### config.mk
export PLATFORM = sky130hd
export DESIGN_NAME = utf8_greedy_line_wrapper
export DESIGN_NICKNAME = d
export VERILOG_FILES = /design/src/rtl/uglw_pkg.sv /design/src/rtl/uglw_front.sv /design/src/rtl/uglw_fifo.sv /design/src/rtl/uglw_back.sv /design/src/rtl/utf8_greedy_line_wrapper.sv
export VERILOG_INCLUDE_DIRS = /design/src /design/src/rtl
export SDC_FILE = /design/constraint.sdc
export NUM_CORES = 1
export LEC_CHECK = 0
export BUFFER_PORTS_ARGS = -buffer_cell sky130_fd_sc_hd__buf_2
export CAP_MARGIN = 5
export CORE_ASPECT_RATIO = 0.8
export CORE_MARGIN = 2
export CORE_UTILIZATION = 65
export CTS_CLUSTER_SIZE = 40
export DETAILED_ROUTE_END_ITERATION = 8
export GPL_TIMING_DRIVEN = 0
export PLACE_DENSITY = 0.84
export REMOVE_ABC_BUFFERS = 1
export SLEW_MARGIN = 20
export SYNTH_ARGS = -nofsm -noshare
export SYNTH_HDL_FRONTEND = slang
export SYNTH_HIERARCHICAL = 1
export SYNTH_SLANG_ARGS = --single-unit
### constraint.sdc
create_clock -name clk -period 14.26 [get_ports clk]
set_input_delay 2.139 -clock clk [delete_from_list [all_inputs] [get_ports clk]]
set_output_delay 2.139 -clock clk [all_outputs]
set_load 0.03 [all_outputs]
### src/rtl/utf8_greedy_line_wrapper_assert.svh
// Assertion macros shared by the line wrapper RTL.
// Needs nothing else; included by the modules that carry checks.
`ifndef UTF8_GREEDY_LINE_WRAPPER_ASSERT_SVH
`define UTF8_GREEDY_LINE_WRAPPER_ASSERT_SVH

// Condition must hold at every clock edge outside reset.
`define UGLW_ASSERT_ALWAYS(label, clk, rst, cond, msg) \
  label: assert property (@(posedge clk) disable iff (rst) (cond)) \
    else $error(msg);

// Consequent must hold in the same cycle as the antecedent.
`define UGLW_ASSERT_IMPLIES(label, clk, rst, ante, cons, msg) \
  label: assert property (@(posedge clk) disable iff (rst) (ante) |-> (cons)) \
    else $error(msg);

`endif

### src/rtl/uglw_pkg.sv
// Shared types, constants and helpers for the UTF-8 line wrapper.
// No dependencies; imported by every module of the block.
`timescale 1ns / 1ps

package uglw_pkg;

  localparam int MARKER_LEN  = 7;
  localparam int BUF_DEPTH   = 7;
  localparam int CNT_W       = $clog2(BUF_DEPTH + 1);
  localparam int BYTE_W      = 8;
  localparam int CPL_W       = 10;
  localparam int WIDTH_W     = 14;
  localparam int LINE_W      = 16;
  localparam int QUEUE_DEPTH_DEF = 4;

  localparam logic [CPL_W-1:0]  CPL_RESET = 10'd20;
  localparam logic [LINE_W-1:0] LINE_MAX  = '1;

  localparam logic [2:0] NARROW_COST = 3'd2;
  localparam logic [2:0] WIDE_COST   = 3'd5;

  localparam logic [BYTE_W-1:0] CHR_CR = 8'h0D;
  localparam logic [BYTE_W-1:0] CHR_LF = 8'h0A;

  // UTF-8 lead byte masks and patterns
  localparam logic [BYTE_W-1:0] LEAD2_MASK = 8'hE0;
  localparam logic [BYTE_W-1:0] LEAD2_PAT  = 8'hC0;
  localparam logic [BYTE_W-1:0] LEAD3_MASK = 8'hF0;
  localparam logic [BYTE_W-1:0] LEAD3_PAT  = 8'hE0;
  localparam logic [BYTE_W-1:0] LEAD4_MASK = 8'hF8;
  localparam logic [BYTE_W-1:0] LEAD4_PAT  = 8'hF0;
  localparam logic [BYTE_W-1:0] CONT_MASK  = 8'hC0;
  localparam logic [BYTE_W-1:0] CONT_PAT   = 8'h80;

  // "<enter>"
  localparam logic [BYTE_W-1:0] MARKER [MARKER_LEN] =
    '{8'h3C, 8'h65, 8'h6E, 8'h74, 8'h65, 8'h72, 8'h3E};

  typedef enum logic {
    KIND_CHAR = 1'b0,
    KIND_EOL  = 1'b1
  } kind_t;

  // Byte plus the flags the front works out for it
  typedef struct packed {
    logic [BYTE_W-1:0]     data;
    logic [MARKER_LEN-1:0] mk;        // mk[j]: byte equals marker character j
    logic                  cont;      // continuation byte 10xxxxxx
    logic                  cr;
    logic                  lf;
    logic [2:0]            lead_len;  // 1..4
  } cls_t;

  typedef struct packed {
    logic has_byte;
    logic end_of_text;
    cls_t cls;
  } item_t;

  typedef struct packed {
    kind_t             kind;
    logic [BYTE_W-1:0] data;
    logic [LINE_W-1:0] line;
  } result_t;

  // Width limit is five units per full-width character; zero reads as one
  function automatic logic [WIDTH_W-1:0] width_limit(input logic [CPL_W-1:0] cpl);
    logic [CPL_W-1:0] c;
    c = (cpl == '0) ? CPL_W'(1) : cpl;
    return WIDTH_W'({c, 2'b00}) + WIDTH_W'(c);
  endfunction

endpackage

### src/rtl/uglw_front.sv
// Front end: takes text words and tags each byte with its class flags.
// Depends on uglw_pkg; feeds uglw_fifo.
`timescale 1ns / 1ps

module uglw_front (
  input  logic                      text_valid,
  output logic                      text_stall,
  input  logic                      has_byte,
  input  logic [uglw_pkg::BYTE_W-1:0] text_byte,
  input  logic                      end_of_text,
  input  logic                      q_full,
  output logic                      q_push,
  output uglw_pkg::item_t           q_item
);
  import uglw_pkg::*;

  cls_t cls;

  always_comb begin
    cls.data = text_byte;
    for (int j = 0; j < MARKER_LEN; j++) begin
      cls.mk[j] = (text_byte == MARKER[j]);
    end
    cls.cont = ((text_byte & CONT_MASK) == CONT_PAT);
    cls.cr   = (text_byte == CHR_CR);
    cls.lf   = (text_byte == CHR_LF);
    if ((text_byte & LEAD2_MASK) == LEAD2_PAT) begin
      cls.lead_len = 3'd2;
    end else if ((text_byte & LEAD3_MASK) == LEAD3_PAT) begin
      cls.lead_len = 3'd3;
    end else if ((text_byte & LEAD4_MASK) == LEAD4_PAT) begin
      cls.lead_len = 3'd4;
    end else begin
      cls.lead_len = 3'd1;
    end
  end

  assign text_stall         = q_full;
  assign q_push             = text_valid && !q_full;
  assign q_item.has_byte    = has_byte;
  assign q_item.end_of_text = end_of_text;
  assign q_item.cls         = cls;

endmodule

### src/rtl/uglw_fifo.sv
// Short word queue between front and back end.
// Depends on uglw_pkg and the assertion header.
`timescale 1ns / 1ps
`include "utf8_greedy_line_wrapper_assert.svh"

module uglw_fifo #(
  parameter int DEPTH = uglw_pkg::QUEUE_DEPTH_DEF
) (
  input  logic            clk,
  input  logic            rst,
  input  logic            push,
  input  uglw_pkg::item_t wr_data,
  output logic            full,
  input  logic            pop,
  output logic            not_empty,
  output uglw_pkg::item_t rd_data
);
  import uglw_pkg::*;

  localparam int PTR_W = (DEPTH > 1) ? $clog2(DEPTH) : 1;
  localparam int CNT_QW = $clog2(DEPTH + 1);
  localparam logic [PTR_W-1:0] PTR_LAST = PTR_W'(DEPTH - 1);

  item_t              mem [DEPTH];
  logic [PTR_W-1:0]   wr_ptr;
  logic [PTR_W-1:0]   rd_ptr;
  logic [CNT_QW-1:0]  count;

  always_ff @(posedge clk) begin
    if (push) begin
      mem[wr_ptr] <= wr_data;
    end
  end

  always_ff @(posedge clk) begin
    if (rst) begin
      wr_ptr <= '0;
      rd_ptr <= '0;
      count  <= '0;
    end else begin
      if (push) begin
        wr_ptr <= (wr_ptr == PTR_LAST) ? '0 : wr_ptr + PTR_W'(1);
      end
      if (pop) begin
        rd_ptr <= (rd_ptr == PTR_LAST) ? '0 : rd_ptr + PTR_W'(1);
      end
      case ({push, pop})
        2'b10:   count <= count + CNT_QW'(1);
        2'b01:   count <= count - CNT_QW'(1);
        default: count <= count;
      endcase
    end
  end

  assign full      = (count == CNT_QW'(DEPTH));
  assign not_empty = (count != '0);
  assign rd_data   = mem[rd_ptr];

  `UGLW_ASSERT_ALWAYS(a_no_overflow, clk, rst, !(push && full), "queue written while full")
  `UGLW_ASSERT_ALWAYS(a_no_underflow, clk, rst, !(pop && !not_empty), "queue read while empty")

endmodule

### src/rtl/uglw_back.sv
// Back end: lookahead buffer, wrap sequencer and result output stage.
// Depends on uglw_pkg and the assertion header; fed by uglw_fifo.
`timescale 1ns / 1ps
`include "utf8_greedy_line_wrapper_assert.svh"

module uglw_back (
  input  logic                        clk,
  input  logic                        rst,
  input  logic                        cfg_wr_en,
  input  logic [uglw_pkg::CPL_W-1:0]  cfg_wr_data,
  input  logic                        q_valid,
  input  uglw_pkg::item_t             q_item,
  output logic                        q_pop,
  output logic                        wrap_valid,
  input  logic                        wrap_stall,
  output logic                        kind,
  output logic [uglw_pkg::BYTE_W-1:0] out_byte,
  output logic [uglw_pkg::LINE_W-1:0] line_index,
  output logic                        last_of_run
);
  import uglw_pkg::*;

  typedef enum logic [2:0] {
    ST_IDLE,
    ST_EVAL,
    ST_BYTES,
    ST_CLOSE,
    ST_FLUSH
  } state_t;

  typedef enum logic [2:0] {
    DEC_DONE,   // buffer empty or head undecided
    DEC_SKIP,   // LF straight after CR
    DEC_MARK,   // full marker
    DEC_BREAK,  // CR or LF
    DEC_WRAP,   // close line before the head character
    DEC_PLACE   // place head character
  } dec_t;

  state_t             state;
  cls_t               la_buf [BUF_DEPTH];
  logic [CNT_W-1:0]   la_cnt;
  logic               pend_cr;
  logic [WIDTH_W-1:0] width_used;
  logic [LINE_W-1:0]  cur_line;
  logic               text_started;
  logic               item_end;
  logic               final_pass;
  logic [1:0]         rem;
  logic [CPL_W-1:0]   cpl;
  logic [WIDTH_W-1:0] limit;

  logic               hold_vld;
  result_t            hold;
  logic               out_vld;
  result_t            out_res;
  logic               out_last;

  cls_t               head;
  logic               prefix_ok;
  logic               cwait;
  logic               stop;
  logic [2:0]         clen;
  logic [2:0]         cost;
  logic [WIDTH_W:0]   sum;
  dec_t               dec;
  logic               out_free;
  logic               slot_ok;
  logic               flush_done;
  logic               load_now;
  logic               emit_req;
  logic               emit_fire;
  result_t            emit_res;
  logic [LINE_W-1:0]  line_inc;

  assign head = la_buf[0];

  // Head decision over the lookahead buffer
  always_comb begin
    prefix_ok = 1'b1;
    for (int j = 0; j < MARKER_LEN; j++) begin
      if ((CNT_W'(j) < la_cnt) && !la_buf[j].mk[j]) begin
        prefix_ok = 1'b0;
      end
    end

    clen  = head.lead_len;
    cwait = 1'b0;
    stop  = 1'b0;
    for (int i = 1; i < 4; i++) begin
      if (!stop && (3'(i) < head.lead_len)) begin
        if (CNT_W'(i) >= la_cnt) begin
          if (final_pass) begin
            clen = 3'd1;
          end else begin
            cwait = 1'b1;
          end
          stop = 1'b1;
        end else if (!la_buf[i].cont) begin
          clen = 3'd1;
          stop = 1'b1;
        end
      end
    end

    cost = (clen == 3'd1) ? NARROW_COST : WIDE_COST;
    sum  = {1'b0, width_used} + (WIDTH_W + 1)'(cost);

    if (la_cnt == '0) begin
      dec = DEC_DONE;
    end else if (pend_cr && head.lf) begin
      dec = DEC_SKIP;
    end else if (prefix_ok && (la_cnt == CNT_W'(MARKER_LEN))) begin
      dec = DEC_MARK;
    end else if (prefix_ok && !final_pass) begin
      dec = DEC_DONE;
    end else if (head.cr || head.lf) begin
      dec = DEC_BREAK;
    end else if (cwait) begin
      dec = DEC_DONE;
    end else if ((width_used != '0) && (sum > {1'b0, limit})) begin
      dec = DEC_WRAP;
    end else begin
      dec = DEC_PLACE;
    end
  end

  // Result request for this cycle
  always_comb begin
    emit_req      = 1'b0;
    emit_res.kind = KIND_EOL;
    emit_res.data = '0;
    emit_res.line = cur_line;
    unique case (state)
      ST_EVAL: begin
        case (dec)
          DEC_MARK, DEC_BREAK, DEC_WRAP: emit_req = 1'b1;
          DEC_PLACE: begin
            emit_req      = 1'b1;
            emit_res.kind = KIND_CHAR;
            emit_res.data = head.data;
          end
          default: emit_req = 1'b0;
        endcase
      end
      ST_BYTES: begin
        emit_req      = 1'b1;
        emit_res.kind = KIND_CHAR;
        emit_res.data = head.data;
      end
      ST_CLOSE: emit_req = 1'b1;
      default:  emit_req = 1'b0;
    endcase
  end

  assign out_free   = !out_vld || !wrap_stall;
  assign slot_ok    = !hold_vld || out_free;
  assign emit_fire  = emit_req && slot_ok;
  assign flush_done = !hold_vld || out_free;
  assign load_now   = q_valid &&
                      ((state == ST_IDLE) || ((state == ST_FLUSH) && flush_done && !item_end));
  assign q_pop      = load_now;
  assign line_inc   = (cur_line == LINE_MAX) ? cur_line : cur_line + LINE_W'(1);

  always_ff @(posedge clk) begin
    if (rst) begin
      state        <= ST_IDLE;
      la_cnt       <= '0;
      pend_cr      <= 1'b0;
      width_used   <= '0;
      cur_line     <= '0;
      text_started <= 1'b0;
      item_end     <= 1'b0;
      final_pass   <= 1'b0;
      rem          <= '0;
      cpl          <= CPL_RESET;
      limit        <= width_limit(CPL_RESET);
      hold_vld     <= 1'b0;
      out_vld      <= 1'b0;
    end else begin
      if (cfg_wr_en) begin
        cpl <= cfg_wr_data;
      end
      limit <= width_limit(cpl);

      // Output stage: the newest result waits in hold until we know
      // whether another one follows for the same word
      if (emit_fire) begin
        if (hold_vld) begin
          out_res  <= hold;
          out_last <= 1'b0;
          out_vld  <= 1'b1;
        end else if (out_vld && !wrap_stall) begin
          out_vld <= 1'b0;
        end
        hold     <= emit_res;
        hold_vld <= 1'b1;
      end else if ((state == ST_FLUSH) && hold_vld && out_free) begin
        out_res  <= hold;
        out_last <= 1'b1;
        out_vld  <= 1'b1;
        hold_vld <= 1'b0;
      end else if (out_vld && !wrap_stall) begin
        out_vld <= 1'b0;
      end

      unique case (state)
        ST_IDLE: begin
        end
        ST_EVAL: begin
          case (dec)
            DEC_DONE: begin
              if (la_cnt != '0) begin
                pend_cr <= 1'b0;
              end
              if (final_pass) begin
                state <= ST_CLOSE;
              end else if (item_end) begin
                final_pass <= 1'b1;
              end else begin
                state <= ST_FLUSH;
              end
            end
            DEC_SKIP: begin
              pend_cr <= 1'b0;
              for (int j = 0; j < BUF_DEPTH - 1; j++) la_buf[j] <= la_buf[j+1];
              la_buf[BUF_DEPTH-1] <= '0;
              la_cnt <= la_cnt - CNT_W'(1);
            end
            DEC_MARK: begin
              if (slot_ok) begin
                pend_cr    <= 1'b0;
                cur_line   <= line_inc;
                width_used <= '0;
                la_cnt     <= '0;
              end
            end
            DEC_BREAK: begin
              if (slot_ok) begin
                pend_cr    <= head.cr;
                cur_line   <= line_inc;
                width_used <= '0;
                for (int j = 0; j < BUF_DEPTH - 1; j++) la_buf[j] <= la_buf[j+1];
                la_buf[BUF_DEPTH-1] <= '0;
                la_cnt <= la_cnt - CNT_W'(1);
              end
            end
            DEC_WRAP: begin
              // re-evaluated next cycle with an empty line
              if (slot_ok) begin
                pend_cr    <= 1'b0;
                cur_line   <= line_inc;
                width_used <= '0;
              end
            end
            DEC_PLACE: begin
              if (slot_ok) begin
                pend_cr    <= 1'b0;
                width_used <= width_used + WIDTH_W'(cost);
                for (int j = 0; j < BUF_DEPTH - 1; j++) la_buf[j] <= la_buf[j+1];
                la_buf[BUF_DEPTH-1] <= '0;
                la_cnt <= la_cnt - CNT_W'(1);
                rem    <= 2'(clen - 3'd1);
                if (clen != 3'd1) begin
                  state <= ST_BYTES;
                end
              end
            end
            default: state <= ST_EVAL;
          endcase
        end
        ST_BYTES: begin
          if (slot_ok) begin
            for (int j = 0; j < BUF_DEPTH - 1; j++) la_buf[j] <= la_buf[j+1];
            la_buf[BUF_DEPTH-1] <= '0;
            la_cnt <= la_cnt - CNT_W'(1);
            rem    <= rem - 2'd1;
            if (rem == 2'd1) begin
              state <= ST_EVAL;
            end
          end
        end
        ST_CLOSE: begin
          if (slot_ok) begin
            cur_line   <= line_inc;
            width_used <= '0;
            state      <= ST_FLUSH;
          end
        end
        ST_FLUSH: begin
          if (flush_done) begin
            if (item_end) begin
              la_cnt       <= '0;
              pend_cr      <= 1'b0;
              width_used   <= '0;
              cur_line     <= '0;
              text_started <= 1'b0;
            end
            state <= ST_IDLE;
          end
        end
        default: state <= ST_IDLE;
      endcase

      // Take the next queued word; overrides the state chosen above
      if (load_now) begin
        item_end   <= q_item.end_of_text;
        final_pass <= 1'b0;
        if (q_item.has_byte) begin
          text_started <= 1'b1;
          if (la_cnt < CNT_W'(BUF_DEPTH)) begin
            la_buf[la_cnt] <= q_item.cls;
            la_cnt         <= la_cnt + CNT_W'(1);
          end
          state <= ST_EVAL;
        end else if (q_item.end_of_text && text_started) begin
          final_pass <= 1'b1;
          state      <= ST_EVAL;
        end else begin
          state <= ST_FLUSH;
        end
      end
    end
  end

  assign wrap_valid  = out_vld;
  assign kind        = out_res.kind;
  assign out_byte    = out_res.data;
  assign line_index  = out_res.line;
  assign last_of_run = out_last;

  `UGLW_ASSERT_IMPLIES(a_idle_hold_empty, clk, rst, state == ST_IDLE, !hold_vld, "result left in hold while idle")
  `UGLW_ASSERT_IMPLIES(a_bytes_cont, clk, rst, state == ST_BYTES, (la_cnt != '0) && la_buf[0].cont, "tail byte of character missing")
  `UGLW_ASSERT_IMPLIES(a_close_final, clk, rst, state == ST_CLOSE, final_pass && text_started, "closing line outside end of text")

endmodule

### src/rtl/utf8_greedy_line_wrapper.sv
// UTF-8 greedy line wrapper, top level. A word is one text byte and/or end mark.
// Path: a taken word enters the lookahead buffer, the sequencer decides on it, and each result
// passes the hold register to the output register. The back-end sequencer handles one decision per
// cycle while its result slot is free; a new word is taken only once the last one is flushed.
// Reset: synchronous on rst; queue and buffer emptied, chars_per_line back to 20.
`timescale 1ns / 1ps

module utf8_greedy_line_wrapper #(
  parameter int QUEUE_DEPTH = uglw_pkg::QUEUE_DEPTH_DEF
) (
  input  logic                        clk,
  input  logic                        rst,
  // register write: chars_per_line
  input  logic                        cfg_wr_en,
  input  logic [uglw_pkg::CPL_W-1:0]  cfg_wr_data,
  // text words in
  input  logic                        text_valid,
  output logic                        text_stall,
  input  logic                        has_byte,
  input  logic [uglw_pkg::BYTE_W-1:0] text_byte,
  input  logic                        end_of_text,
  // wrapped results out
  output logic                        wrap_valid,
  input  logic                        wrap_stall,
  output logic                        kind,
  output logic [uglw_pkg::BYTE_W-1:0] out_byte,
  output logic [uglw_pkg::LINE_W-1:0] line_index,
  output logic                        last_of_run
);
  import uglw_pkg::*;

  // Front tags each byte (marker position hits, CR/LF, UTF-8 lead length,
  // continuation) so the back end only compares flags.
  logic  q_push;
  logic  q_full;
  logic  q_pop;
  logic  q_valid;
  item_t q_wr;
  item_t q_rd;

  uglw_front u_front (
    .text_valid  (text_valid),
    .text_stall  (text_stall),
    .has_byte    (has_byte),
    .text_byte   (text_byte),
    .end_of_text (end_of_text),
    .q_full      (q_full),
    .q_push      (q_push),
    .q_item      (q_wr)
  );

  // Queue lets the input side keep taking words while the back end is
  // busy flushing a long burst of results.
  uglw_fifo #(
    .DEPTH (QUEUE_DEPTH)
  ) u_fifo (
    .clk       (clk),
    .rst       (rst),
    .push      (q_push),
    .wr_data   (q_wr),
    .full      (q_full),
    .pop       (q_pop),
    .not_empty (q_valid),
    .rd_data   (q_rd)
  );

  // Back end holds the seven-byte lookahead, decides one character, marker
  // or line end per step, and wraps greedily against five units per
  // full-width character. The last result of each word waits in the hold register
  // so that last_of_run can be set on it.
  uglw_back u_back (
    .clk         (clk),
    .rst         (rst),
    .cfg_wr_en   (cfg_wr_en),
    .cfg_wr_data (cfg_wr_data),
    .q_valid     (q_valid),
    .q_item      (q_rd),
    .q_pop       (q_pop),
    .wrap_valid  (wrap_valid),
    .wrap_stall  (wrap_stall),
    .kind        (kind),
    .out_byte    (out_byte),
    .line_index  (line_index),
    .last_of_run (last_of_run)
  );

endmodule
==> results of run 1 <==
-- metal layers --
metal,up-vias,global-route usage (%),routed length [um]
li1,4384,-,-
met1,4567,35.84,13600
met2,325,40.28,14180
met3,46,3.632,1887
met4,0,6.829,568
met5,-,0,0
-- cells in the mapped netlist (all sizes together), types with 5 or more instances --
cell / instances
a31oi: 5
or3: 5
or4: 7
a211o: 6
nand3: 19
dfxtp: 76
inv: 50
a211oi: 6
nor3b: 8
mux2: 104
o21bai: 5
o21ai: 37
o211ai: 8
nand2b: 16
o21a: 5
nor3: 11
xor2: 10
o31ai: 11
nand2: 70
edfxtp: 268
nand4: 11
o32ai: 5
nor2b: 13
and2: 38
nor4: 8
a21o: 6
ha: 39
mux4: 23
buf: 33
xnor2: 12
clkbuf: 28
mux2i: 15
and3: 5
nor2: 78
a21oi: 40
-- cell families (layout without fill, tap and decap cells) --
family	after synthesis	count (layout)	synth area share (%)
buf+inv	112	176	3.442
simple gates	311	311	10.46
xor+xnor	22	22	1.241
flops	344	344	61.64
mux	142	142	11.92
fa+ha+maj	43	43	3.595
compound gates	174	174	7.697
-- power groups by stage --
| stage | combinational, mW | clock (mW) | sequential [mW] |
|---|---|---|---|
| after detailed placement | 0.659 | 0 | 1.37 |
| after global placement | 0.604 | 0 | 1.37 |
| after CTS | 0.669 | 0.878 | 1.35 |
| after floorplan | 0.457 | 0 | 1.35 |
| final | 0.678 | 0.863 | 1.35 |
| after global routing | 0.745 | 0.917 | 1.37 |
-- worst min path at each step --
stage	startpoint	to	slack (ns)
floorplan	u_back/hold[24]	u_back/kind	0.40
global placement	u_back/hold[11]	u_back/line_index[11]	0.40
detailed placement	u_back/hold[20]	u_back/out_byte[4]	0.41
CTS	u_back/hold[20]	u_back/out_byte[4]	0.42
global route	u_back/hold[21]	u_back/out_byte[5]	0.42
finish	u_back/hold[21]	u_back/out_byte[5]	0.42
-- sequential cells by signal, summed over array words and instances, names as in the netlist, 2 cells and up, named ones only --
signal             flops
u_back/width_used     14
u_back/la_buf        125
u_back/line_index     16
u_fifo/count           3
u_back/hold           25
u_back/out_byte        8
u_back/cpl            10
u_fifo/wr_ptr          2
u_back/la_cnt          3
u_back/state           3
u_back/rem             2
u_back/limit          13
u_back/cur_line       16
u_fifo/mem            92
u_fifo/rd_ptr          2
-- area by class of cell --
type | count | area (um^2)
flip-flops and latches | 344 | 9572
fillers | 1500 | 6274
multi-input cells | 692 | 5468
clock buffers | 45 | 975.9
repair buffers | 65 | 419.2
well taps | 312 | 390.4
inverters | 51 | 191.4
clock inverters | 15 | 107.6
-- per-stage QoR --
stage	cells	instance area [um^2]	setup WS [ns]	total power, mW	util, %
floorplan	1087	15180	7.962	1.811	-
global placement	1451	15830	6.355	1.977	67.66
detailed placement	1464	16030	6.823	2.030	68.52
CTS	1524	17120	6.745	2.899	73.15
global route	1524	17120	6.145	3.030	73.19
finish	1524	17120	6.650	2.894	73.19
-- placed cells by master (no fill, tap or decap), types with 11 or more instances in the layout --
| master | netlist | routed |
|---|---|---|
| o31ai_1 | 11 | 11 |
| nor2_1 | 78 | 72 |
| nor3_1 | 11 | 11 |
| nand2b_1 | 16 | 16 |
| nor2b_1 | 13 | 13 |
| dfxtp_1 | 76 | 74 |
| mux2i_1 | 15 | 15 |
| o21ai_0 | 34 | 29 |
| clkbuf_16 | 0 | 36 |
| and2_1 | 38 | 35 |
| nand4_1 | 11 | 11 |
| ha_1 | 39 | 39 |
| a21oi_1 | 40 | 40 |
| mux2_2 | 104 | 104 |
| edfxtp_1 | 268 | 268 |
| nand2_1 | 70 | 70 |
| nand3_1 | 18 | 18 |
| mux4_2 | 20 | 20 |
| buf_2 | 14 | 52 |
| xnor2_1 | 12 | 12 |
| inv_1 | 49 | 49 |
==> impl_metrics.yaml, run 1 <==
status:
  status: "completed"
sta:
  worst_pin_slew_ns: 1.086
  drv_slew: 0
  rsz0062_at_grt: "no"
  finClkSkew_ns: 0.01392
  setup_violations: 0
  max_freq_mhz: 131.4
  hold_viol: 0
  hold_slack_ns: 0.4194
  slew_headroom_pct: 27.62
  tns_ns: 0
  min_period_over_period_pct: 53.37
  finalCriticalPeriod_ns: 7.610
critical_path:
  critPathLaunchType: "flip-flop"
  rrSetupSlack_ns: 6.65
  path_delay_family: "simple AND/OR/NAND/NOR gates"
  critPathArrivalTime_ns: 7.74
  cp.depth: 27
  critPathCaptureType: "flip-flop"
  timing.rr.start: "u_back/la_cnt[0]"
  cp_max_fo: 17
  crit_start: "u_back/la_cnt[0]"
  ff2ff_path_depth: 27
  path_class: "flip-flop to flip-flop"
  r2r_end: "u_back/la_buf[1][15]"
  endpoint: "u_back/la_buf[1][15]"
  crit_slowest_cell: "dfxtp_1"
  slowest_delay_ns: 0.74
  worstPathRequired_ns: 14.39
  path_common_cell: "ha_1"
  path_buf_inv: 3
clock_network:
  htree_levels: 2
  cts.clk_slew.worst_paths_ns: 0.07
  numCtsBuffers: 34
  post_cts_resized: 0
  cts_root_buf: "clkbuf_16"
  clock_sinks: 344
  clk_latency_ns: 0.51
  post_cts.repair.setup_buffers: 0
  cts_hold_buf: 0
  cts_tree: "done"
  ctsLongestPathBuffers: 3
hold_path:
  min_path_cells: 0
  hp-class: "flip-flop to flip-flop"
synth:
  ys.flop_type: "edfxtp_1"
  synthCells: 1148
  synth_top_area_cell: "edfxtp_1"
  ys_seq_area_share_pct: 61.64
  synth_area_um2: 15520
  netlist.area_leader.share_pct: 51.84
  synth.area.top_cells: "edfxtp_1, dfxtp_1, mux2_2"
  syn_avg_cell_area_um2: 13.52
  ys_warn_count: 6
  synth_edf_count: 268
  yosys_register_bits: 344
  synthArstFlopShare_pct: 0
  synth.distinct_cells: 80
pwr:
  clockPowerShare_pct: 29.8
  switching_share_pct: 29.75
  p_seq_share_pct: 46.7
  power_density_nw_per_um2: 169.0
  vdd_drop_max_mv: 0.1196
  switching_power_uw: 860.8
  comb_power_share_pct: 23.4
  p_int_mw: 2.033
  power.leakage_nw: 6.012
route:
  viasPerCell: 6.117
  vias: 9322
  routed_wl_um: 30240
  drc_errors: 0
  ant_nets: 0
  initialDrtViolationCount: 875
  firstDrtPassIters: 5
  wl_per_cell_um: 19.84
final_layout:
  syn2layout_area_growth_pct: 10.31
  antenna_cells: 0
  nets: 1255
  drive_gt1_share_pct: 22.61
global_routing:
  grt_max_degree: 57
  antenna_found_initial: 0
  grt_pass1_wl_um: 49220
  grt_pass1_vias: 9321
  grt_overflow: 0
  gr-usage-all-layers_pct: 24.92
place:
  gp_congestion: 0.8961
  io_buffer_count: 52
  dp_hpwl_um: 19610
floorplan:
  start_util_pct: 66.35
  design.core.area_um2: 23400
  die_area_um2: 25140
  core.rowCount: 50
  die_w_um: 176.8
  fp.dieH_um: 142.2
  pin_count: 53
run:
  maxCapViolations: 0
Power figures use the tool's default switching activity.
==> run 2: changes to the inputs <==
--- a/config.mk
+++ b/config.mk
@@ -10,11 +10,11 @@
 export CAP_MARGIN = 5
 export CORE_ASPECT_RATIO = 0.8
 export CORE_MARGIN = 2
-export CORE_UTILIZATION = 65
+export CORE_UTILIZATION = 62
 export CTS_CLUSTER_SIZE = 40
 export DETAILED_ROUTE_END_ITERATION = 8
 export GPL_TIMING_DRIVEN = 0
-export PLACE_DENSITY = 0.84
+export PLACE_DENSITY = 0.81
 export REMOVE_ABC_BUFFERS = 1
 export SLEW_MARGIN = 20
 export SYNTH_ARGS = -nofsm -noshare
==> constraint.sdc (replaced) <==
create_clock -name clk -period 7.9 [get_ports clk]
set_input_delay 1.185 -clock clk [delete_from_list [all_inputs] [get_ports clk]]
set_output_delay 1.185 -clock clk [all_outputs]
set_load 0.03 [all_outputs]
==> run 2 against run 1 <==
Non-clock buffer count stayed put. Worst hold slack worse by 0.0014 ns. Clock skew is 0.0046 ns lower. Design area is 0.20% higher. Final cell count is 0.26% higher. Routed wire length is 3.8% lower. Clock power is 81% higher. Power is 80% higher. Critical endpoint is now u_back/la_buf[4][18]. Largest cell class unchanged. Largest power group unchanged.
==> impl_metrics.yaml, run 2 (synthesis gave the netlist of run 1 again) <==
place:
  gp_congestion: 0.8955
  io_buffer_count: 52
  preCtsSetupSlack_ns: 0.3891
  dp_hpwl_um: 19300
final_layout:
  reg_top3: "u_back/la_buf: 125 flops, u_fifo/mem: 92 flops, u_back/hold: 25 flops"
  largest_register_ffs: 125
  largest-register: "u_back/la_buf"
  layout_commonest_cell: "edfxtp_1"
  nets: 1255
  final_core_util_pct: 70.21
  mostFrequentLayoutCells: "edfxtp_1, mux2_2, nor2_1, dfxtp_1, nand2_1"
  drive_gt1_share_pct: 22.40
  syn2layout_area_growth_pct: 10.53
  antenna_cells: 0
  fillerInstances: 1659
global_routing:
  antenna_found_initial: 0
  grt_pass1_vias: 9095
  grt_overflow: 0
  grt_pass1_wl_um: 47150
  grt_max_degree: 57
  gr-usage-all-layers_pct: 22.28
route:
  drc_errors: 0
  ant_nets: 0
  wl_per_cell_um: 19.04
  vias: 9292
  viasPerCell: 6.081
  routed_wl_um: 29090
  firstDrtPassIters: 5
  initialDrtViolationCount: 738
sta:
  max_freq_mhz: 137.5
  setup_violations: 0
  finClkSkew_ns: 0.009289
  rsz0062_at_grt: "no"
  slew_headroom_pct: 29.57
  drv_slew: 0
  finalCriticalPeriod_ns: 7.274
  min_period_over_period_pct: 92.08
  worst_pin_slew_ns: 1.053
  hold_viol: 0
  setup_slack_ns: 0.6258
floorplan:
  die_area_um2: 26330
  core.rowCount: 51
  fp.dieH_um: 145.5
  design.core.area_um2: 24440
  die_w_um: 180.9
  start_util_pct: 63.52
  pin_count: 53
critical_path:
  slowest_delay_ns: 0.67
  crit_slowest_cell: "dfxtp_1"
  path_common_cell: "inv_1"
  path_class: "flip-flop to flip-flop"
  critPathCaptureType: "flip-flop"
  worstPathRequired_ns: 8.11
  critPathLaunchType: "flip-flop"
  critPathArrivalTime_ns: 7.49
  cp_max_fo: 15
pwr:
  p_int_mw: 3.676
  comb_power_share_pct: 23.2
  power_density_nw_per_um2: 303.3
  power.leakage_nw: 6.012
  vdd_drop_max_mv: 0.2208
  switching_share_pct: 29.37
  p_seq_share_pct: 46.9
  clockPowerShare_pct: 29.9
  switching_power_mw: 1.528
clock_network:
  cts_root_buf: "clkbuf_16"
  clk_latency_ns: 0.50
  clock_sinks: 344
  cts_hold_buf: 0
  ctsLongestPathBuffers: 3
  cts_tree: "done"
  numCtsBuffers: 34
  htree_levels: 2
  cts.clk_slew.worst_paths_ns: 0.06
status:
  status: "completed"
hold_path:
  hp-class: "flip-flop to flip-flop"
run:
  maxCapViolations: 0
## run 2: changes by cell type in the layout (fill, tap and decap cells not counted), moves of 3 or more
cell        previous run  this run
clkinvlp_4             4         1
o21ai_2                7         4
o21ai_4                0         3
clkbuf_8               4         0
## run 2: worst paths after layout
| kind | endpoint | cells past startpoint | start | slack (ns) |
|---|---|---|---|---|
| min reg2reg | u_back/out_byte[7] | 0 | u_back/hold[23] | 0.42 |
| max | u_back/la_buf[4][18] | 28 | u_back/la_cnt[1] | 0.63 |
| min | u_back/out_byte[7] | 0 | u_back/hold[23] | 0.42 |
| max reg2reg | u_back/la_buf[4][18] | 28 | u_back/la_cnt[1] | 0.63 |
## run 2: area by class of cell
cell class              instances  area [um^2]  area share (%)
repair buffers                 65        434.2           2.530
clock inverters                17        168.9          0.9844
inverters                      51        191.4           1.116
multi-input cells             692         5494           32.02
well taps                     318        397.9           2.319
clock buffers                  41        898.4           5.236
flip-flops and latches        344         9574           55.80
## run 2: metal layers
layer	wire length [um]	up-vias	share of wire (%)	GRT usage, %
met2	13560	341	47	35.08
li1	-	4385	-	-
met4	518	0	1.8	6.653
met3	1881	47	6.5	3.704
met1	13130	4519	45	32.27
met5	0	-	0	0
## run 2: repair_timing
action | 4_1_cts | 5_1_grt
gates resized for setup | 0 | 5
setup buffers | 0 | 0
setup endpoints to repair | 0 | 61
## run 2: power by group through the flow
stage	Combinational (mW)	Sequential, mW	Clock, mW
final	1.21	2.44	1.56
after global routing	1.32	2.47	1.65
after CTS	1.19	2.44	1.58
after detailed placement	1.18	2.48	0
after global placement	1.10	2.48	0
after floorplan	0.825	2.44	0
## run 2: per-stage QoR
step	hold slack, ns	cells	instance area, um^2	power [mW]	TNS (ns)
after global placement	0.4006	1457	15840	3.580	-3.311
final	0.4180	1528	17160	5.204	0
after detailed placement	0.4057	1470	16080	3.659	0
after CTS	0.4195	1528	17140	5.218	0
after floorplan	0.4003	1087	15180	3.268	0
after global routing	0.4236	1528	17160	5.449	0
## run 2: critical path: cells and delay by family (launching register included)
family | cells | cell delay, ns
adders and majority gates | 4 | 1.24
xor gates and xnor gates | 1 | 0.20
buffers and inverters | 5 | 0.89
AOI/OAI and AO/OA | 11 | 2.72
and+or+nand+nor | 7 | 1.24
DFF | 1 | 0.67
==> run 3: changes to the inputs <==
--- a/config.mk
+++ b/config.mk
@@ -10,11 +10,13 @@
 export CAP_MARGIN = 5
 export CORE_ASPECT_RATIO = 0.8
 export CORE_MARGIN = 2
-export CORE_UTILIZATION = 62
+export CORE_UTILIZATION = 64
+export CTS_BUF_LIST = sky130_fd_sc_hd__clkbuf_2
 export CTS_CLUSTER_SIZE = 40
 export DETAILED_ROUTE_END_ITERATION = 8
 export GPL_TIMING_DRIVEN = 0
-export PLACE_DENSITY = 0.81
+export MAX_ROUTING_LAYER = met4
+export PLACE_DENSITY = 0.83
 export REMOVE_ABC_BUFFERS = 1
 export SLEW_MARGIN = 20
 export SYNTH_ARGS = -nofsm -noshare
==> run 3 against run 2 <==
Power shrank 9.4%. Critical path depth stayed put. Utilization increased by 0.73 points. Clock-buffer cell count up 76. Worst setup slack worse by 0.047 ns. Largest cell class unchanged. Largest power group unchanged. Highest routed layer unchanged.
==> impl_metrics.yaml, run 3 (synthesis gave the netlist of run 1 again) <==
sta:
  drv_slew: 0
  max_freq_mhz: 136.6
  setup_violations: 0
  rsz0062_at_grt: "no"
  worst_pin_slew_ns: 1.103
  min_period_over_period_pct: 92.67
  finalCriticalPeriod_ns: 7.321
  hold_viol: 0
  finClkSkew_ns: 0.08009
  tns_ns: 0
  slew_headroom_pct: 26.33
  setup_slack_ns: 0.5793
global_routing:
  grt_max_degree: 57
  gr-usage-all-layers_pct: 24.10
  grt_pass1_vias: 9224
  grt_pass1_wl_um: 46570
  antenna_found_initial: 1
  grt_overflow: 0
clock_network:
  cts_root_buf: "clkbuf_2"
  post_cts_resized: 0
  htree_levels: 3
  clk_latency_ns: 0.91
  post_cts.repair.setup_buffers: 0
  numCtsBuffers: 80
  ctsLongestPathBuffers: 3
  clock_sinks: 344
  cts.clk_slew.worst_paths_ns: 0.11
  cts_hold_buf: 0
  cts_tree: "done"
place:
  preCtsSetupSlack_ns: 0.4707
  gp_congestion: 0.9040
  io_buffer_count: 52
  dp_hpwl_um: 18950
  placed_cells: 1461
pwr:
  clockPowerShare_pct: 22.9
  power_density_nw_per_um2: 281.6
  vdd_drop_max_mv: 0.1609
  switching_power_mw: 1.552
  p_int_mw: 3.160
  power.leakage_nw: 6.000
  p_seq_share_pct: 51.7
  comb_power_share_pct: 25.4
  switching_share_pct: 32.94
final_layout:
  largest_register_ffs: 125
  seqCellArea_um2: 9573
  layout_commonest_cell: "edfxtp_1"
  final_cells: 1601
  final_core_util_pct: 70.94
  mostFrequentLayoutCells: "edfxtp_1, clkbuf_2, mux2_2"
  reg_top3: "u_back/la_buf: 125 flops, u_fifo/mem: 92 flops, u_back/hold: 25 flops"
  drive_gt1_share_pct: 27.17
  largest-register: "u_back/la_buf"
  syn2layout_area_growth_pct: 7.786
  nets: 1298
  fillerInstances: 1666
  multi_input_area_um2: 5489
critical_path:
  path_class: "flip-flop to flip-flop"
  critPathCaptureType: "flip-flop"
  crit_slowest_cell: "dfxtp_1"
  path_common_cell: "inv_1"
  cp_max_fo: 15
  critPathLaunchType: "flip-flop"
  slowest_delay_ns: 0.69
  critPathArrivalTime_ns: 7.87
  worstPathRequired_ns: 8.45
run:
  maxCapViolations: 0
floorplan:
  design.core.area_um2: 23590
  pin_count: 53
  core.rowCount: 50
  die_area_um2: 25530
  start_util_pct: 65.82
  fp.dieH_um: 143.3
  die_w_um: 178.1
route:
  vias: 9543
  routed_wl_um: 28800
  ant_nets: 0
  drc_errors: 0
  wl_per_cell_um: 17.99
  viasPerCell: 5.961
  firstDrtPassIters: 5
  initialDrtViolationCount: 807
hold_path:
  hp-class: "flip-flop to flip-flop"
status:
  status: "completed"
==> run 3: worst max-delay path, delay by kind of cell, from the launching register on <==
kind | cells | cell delay (ns)
flip-flops | 1 | 0.69
AND/OR/NAND/NOR | 7 | 1.23
adder cells (fa/ha/maj) | 4 | 1.25
AO/OA/AOI/OAI | 11 | 2.78
XOR/XNOR | 1 | 0.19
buffers and inverters | 5 | 0.89
==> run 3: metal layers <==
metal	GRT usage (%)	up-vias	routed length, um
li1	-	4529	-
met1	32.53	4627	13100
met2	36.98	330	13360
met3	4.974	57	1799
met4	8.024	0	545
met5	-	-	0
==> run 3: cell type report <==
type,instances,share of cell area [%]
flip-flops and latches,344,57.21
multi-input cells,692,32.80
clock buffers,117,3.500
well taps,312,2.333
repair buffers,62,2.303
inverters,51,1.144
clock inverters,22,0.6880
diodes,1,0.01496
==> run 3: power groups by stage <==
stage | sequential, mW | combinational (mW) | clock (mW)
finish | 2.44 | 1.20 | 1.08
global route | 2.46 | 1.32 | 1.21
CTS | 2.43 | 1.19 | 1.12
detailed placement | 2.48 | 1.18 | 0
global placement | 2.48 | 1.09 | 0
floorplan | 2.44 | 0.825 | 0
==> run 3: final timing paths <==
check	startpoint	end	slack [ns]	cells past startpoint
max	u_back/la_cnt[1]	u_back/la_buf[4][16]	0.58	28
min	u_back/hold[7]	u_back/line_index[7]	0.40	0
max reg2reg	u_back/la_cnt[1]	u_back/la_buf[4][16]	0.58	28
min reg2reg	u_back/hold[7]	u_back/line_index[7]	0.40	0
==> run 3: metrics by stage <==
stage                     power [mW]  cell area [um^2]  hold WS [ns]
after floorplan                3.268             15180        0.4003
after global placement         3.574             15830        0.4006
after detailed placement       3.657             16020        0.4045
after CTS                      4.742             16720        0.4159
after global routing           4.992             16730        0.4207
final                          4.712             16730        0.3956
